[config.mk]
export PLATFORM = sky130hd
export DESIGN_NAME = kdebg_ctrl
export DESIGN_NICKNAME = d
export VERILOG_FILES = /design/src/hdl/kdebg_pkg.sv /design/src/hdl/kdebg_ctrl.sv
export SDC_FILE = /design/constraint.sdc
export NUM_CORES = 1
export LEC_CHECK = 0
export ABC_AREA = 1
export CORE_AREA = 2 2 39 41
export DETAILED_ROUTE_END_ITERATION = 6
export DIE_AREA = 0 0 41 43
export DONT_BUFFER_PORTS = 1
export GPL_TIMING_DRIVEN = 0
export SLEW_MARGIN = 25
export SYNTH_ARGS = -nofsm -noshare
export SYNTH_HDL_FRONTEND = slang
export SYNTH_SLANG_ARGS = --single-unit
[constraint.sdc]
create_clock -name i_clk -period 1.1 [get_ports i_clk]
set_input_delay 0.055 -clock i_clk [delete_from_list [all_inputs] [get_ports i_clk]]
set_output_delay 0.055 -clock i_clk [all_outputs]
set_load 0.01 [all_outputs]
[src/hdl/kdebg_pkg.sv]
// shared types and constants for the kde background score block
package kdebg_pkg;
    localparam logic [1:0] CMD_STORE    = 2'd0;
    localparam logic [1:0] CMD_EVAL     = 2'd1;
    localparam logic [1:0] CMD_LOAD     = 2'd2;
    localparam logic [1:0] CMD_RSVD     = 2'd3;
    localparam int         SUM_W        = 24;
    localparam int         FRAME_PIXELS = 65536;
    localparam int         PIX_W        = $clog2(FRAME_PIXELS);

    typedef enum logic [2:0] {
        t_ST_IDLE,
        t_ST_READ,
        t_ST_KRD,
        t_ST_ACC,
        t_ST_DIV,
        t_ST_DONE
    } t_state;

    typedef struct packed {
        logic latch;
        logic store;
        logic load;
        logic clr_acc;
        logic rd;
        logic krd;
        logic acc;
        logic next_slot;
        logic div_start;
        logic emit;
    } t_ctl_cmd;

    typedef struct packed {
        logic last_slot;
        logic ready_hist;
        logic div_done;
    } t_ctl_sts;
endpackage

[src/hdl/kdebg_ctrl.sv]
// controller state machine sequencing store, load and evaluate items
module kdebg_ctrl
    import kdebg_pkg::*;
(
    input  logic       i_clk,
    input  logic       i_rst_n,
    input  logic       i_start,
    input  logic [1:0] i_cmd,
    input  t_ctl_sts   i_sts,
    output t_ctl_cmd   o_cmd,
    output logic       o_busy
);
    t_state r_state, n_state;

    always_ff @(posedge i_clk) begin
        if (!i_rst_n) r_state <= t_ST_IDLE;
        else          r_state <= n_state;
    end

    always_comb begin
        n_state = r_state;
        o_cmd   = '0;
        o_busy  = (r_state != t_ST_IDLE);
        unique case (r_state)
            t_ST_IDLE: begin
                if (i_start) begin
                    o_cmd.latch = 1'b1;
                    if (i_cmd == CMD_STORE) o_cmd.store = 1'b1;
                    if (i_cmd == CMD_LOAD)  o_cmd.load  = 1'b1;
                    if (i_cmd == CMD_EVAL) begin
                        o_cmd.clr_acc = 1'b1;
                        n_state = t_ST_READ;
                    end
                end
            end
            t_ST_READ: begin
                if (i_sts.ready_hist) begin
                    o_cmd.rd = 1'b1;
                    n_state  = t_ST_KRD;
                end else begin
                    n_state = t_ST_DONE;
                end
            end
            t_ST_KRD: begin
                o_cmd.krd = 1'b1;
                n_state   = t_ST_ACC;
            end
            t_ST_ACC: begin
                o_cmd.acc = 1'b1;
                if (i_sts.last_slot) begin
                    o_cmd.div_start = 1'b1;
                    n_state = t_ST_DIV;
                end else begin
                    o_cmd.next_slot = 1'b1;
                    n_state = t_ST_READ;
                end
            end
            t_ST_DIV: begin
                if (i_sts.div_done) n_state = t_ST_DONE;
            end
            t_ST_DONE: begin
                o_cmd.emit = 1'b1;
                n_state = t_ST_IDLE;
            end
            default: n_state = t_ST_IDLE;
        endcase
    end

    a_emit_idle: assert property (@(posedge i_clk) disable iff (!i_rst_n)
        o_cmd.emit |=> r_state == t_ST_IDLE)
        else $error("emit not followed by idle");
    a_krd_after_rd: assert property (@(posedge i_clk) disable iff (!i_rst_n)
        o_cmd.rd |=> o_cmd.krd)
        else $error("read not followed by kernel lookup");
    a_acc_after_krd: assert property (@(posedge i_clk) disable iff (!i_rst_n)
        o_cmd.krd |=> o_cmd.acc)
        else $error("kernel lookup not followed by accumulate");
    a_busy_eval: assert property (@(posedge i_clk) disable iff (!i_rst_n)
        o_cmd.clr_acc |=> o_busy)
        else $error("evaluate did not go busy");
endmodule

==> flow_summary.json <==
{
  "hold_depth": 2,
  "leakagePower_nw": 0.1712,
  "slew_viol_final": 0,
  "reg.largest.list": "r_state: 3 flops",
  "violations": "negative setup slack",
  "grt_pass1_wl_um": 903,
  "clock_latency_ns": 0.23,
  "area_growth_pct": 78.13,
  "drt_iter0_drc": 2,
  "hp-class": "input pin to flop",
  "core_area_mm2": 0.001384,
  "synth_seq_cells": 3,
  "synth_cell_types": 12,
  "start_kind": "flop",
  "yosys.area.top_type_share_pct": 25.00,
  "hold_viol": 0,
  "first_pass_iters": 2,
  "synth_area_leaders": "dfxtp_1, nor2_1, nand2_1",
  "critPathRequiredTime_ns": 1.04,
  "grt_max_degree": 7,
  "num_vias": 295,
  "wire_per_inst_um": 10.46,
  "drive_gt1_share_pct": 61.54,
  "yosysWarnings": 0,
  "ctsLongestPathBuffers": 2,
  "max_freq_mhz": 825.9,
  "drv_cap": 0,
  "vias_per_cell": 4.338,
  "yosys.area.top_type": "dfxtp_1",
  "htree_levels": 1,
  "die-area_mm2": 0.001763,
  "status": "finished with violations",
  "start_util_pct": 17.36,
  "cp_cell_sequence": "nor2_4, nand2_4, nor2_4, nand2_2, nor2_4",
  "post-place-ws_ns": -0.06808,
  "dieWidth_um": 41,
  "synth_top_flop_cell": "dfxtp_1",
  "instances_no_fill": 68,
  "grt_use_total_pct": 7.823,
  "n_antenna_cell": 0,
  "layout_setup_ws_ns": -0.1108,
  "max_flop_register": "r_state",
  "syn_area_um2": 240.2,
  "dp.cells": 59,
  "detailed_place_hpwl_um": 496,
  "critPathArrivalTime_ns": 1.16,
  "numCtsBuffers": 3,
  "yosysMostFrequentCell": "nor2_1",
  "drt.antenna.violating_nets": 0,
  "rr_worst_depth": 6,
  "skew_ns": 0.002732,
  "synthTopCellsByCount": "nor2_1, nand2_1, inv_1",
  "path_clk_slew_ns": 0.04,
  "overflow": 0,
  "period_needed_ns": 1.211,
  "place.gp.congestion": 0.6110,
  "synth_cells": 43,
  "cts.sinks": 3,
  "cpPeakStageDelay_ns": 0.35,
  "wl_met2_um": 371,
  "vdd_drop_max_uv": 574.0,
  "finalSetupViolations": 4,
  "wl_um": 711,
  "worst-path-max-fanout": 5,
  "top_layer": "met3",
  "power_density_mw_per_mm2": 1535,
  "synthArstFlopShare_pct": 0,
  "grt_pass1_vias": 258,
  "cts_root_buf": "clkbuf_4",
  "largest_reg_flops": 3,
  "period_share_pct": 110.1,
  "wl_met3_um": 72,
  "synth_seq_area_share_pct": 25.00,
  "drc": 0,
  "crit_type": "flop to output pin",
  "avgSynthCellArea_um2": 5.587,
  "r2r_slack_ns": 0.03,
  "relSlewSlack_pct": 75.71,
  "antenna_found_initial": 0,
  "io_pins": 19,
  "worst_pin_slew_ns": 0.3616,
  "rows": 14,
  "synth-edff-count": 0,
  "tritoncts": "yes",
  "die_y_um": 43,
  "rsz0062_at_grt": "true",
  "crit_path_end_kind": "output pin",
  "cpMaxStageDelayCell": "dfxtp_4",
  "nNetsFinal": 61,
  "synth_nets": 51,
  "port_buffers": 0,
  "wl_met1_um": 267,
  "crit_path_frequent_cell": "nor2_4"
}
[cell type report]
class,instances,area (um2)
Fill cell,162,955.9
Inverter,8,32.53
Tap cell,16,20.02
Sequential cell,3,71.32
Timing Repair Buffer,5,43.79
Clock buffer,4,26.28
Multi-Input combinational cell,32,234.0
[cells in the final DEF (no fill, tap or decap), drive strengths merged]
master	synthesis	final
a31oi	2	2
and2	1	1
buf	0	4
clkbuf	0	4
dfxtp	3	3
dlygate4sd3	0	1
inv	8	8
nand2	9	9
nand3	2	2
nor2	14	14
nor3	2	2
nor4	2	2
[worst max-delay path, delay by kind of cell (launching register included)]
kind	cells	cell delay (ns)
and+or+nand+nor	5	0.57
DFF	1	0.35
[logic make-up after synthesis]
family                 count (synthesis)  synth area share [%]
DFF                                    3                 25.00
AOI/OAI and AO/OA                      2                 5.208
buffers and inverters                  8                 12.50
and+or+nand+nor                       30                 57.29
[per-stage QoR]
step	area, um2	power [mW]	setup TNS, ns	hold slack (ns)	util (%)
after CTS	345.3	0.5831	-0.4935	0.01475	24.95
final	427.9	0.6570	-0.2193	0.007739	30.92
after global routing	427.9	0.7093	-0.6095	0.01821	30.92
after global placement	260.3	0.3124	-0.07147	0.1617	18.81
after floorplan	240.2	0.2897	0	0.1575	-
after detailed placement	260.3	0.3167	-0.09511	0.1616	18.81
[timing repair]
item | CTS | global route
setup endpoints to repair | 9 | 11
gates cloned | 0 | 0
gates resized for setup | 9 | 21
pin swaps | 3 | 11
hold buffers | 1 | 0
endpoints found under the hold margin | 2 | 0
setup buffers | 2 | 3
[report_power, final]
group / internal, mW / leakage, nW / switching [mW]
Clock: 0.136 / 0.0150 / 0.0544
Combinational: 0.126 / 0.130 / 0.179
Sequential: 0.131 / 0.0267 / 0.0307
Total: 0.393 / 0.171 / 0.264
[worst paths after layout]
| kind | from | endpoint |
|---|---|---|
| worst max-delay path | r_state[1] | o_cmd[7] |
| worst min register to register | r_state[2] | r_state[2] |
| worst max register to register | r_state[2] | r_state[1] |
| worst min-delay path | i_sts[2] | r_state[2] |
[layer usage]
layer  track usage, %  vias to the layer above
met4            8.000                        0
li1                 -                      150
met5                0                        -
met2            11.56                       15
met3            2.094                        0
met1            8.013                      130
Note: power is estimated with default switching activity, not from simulation.
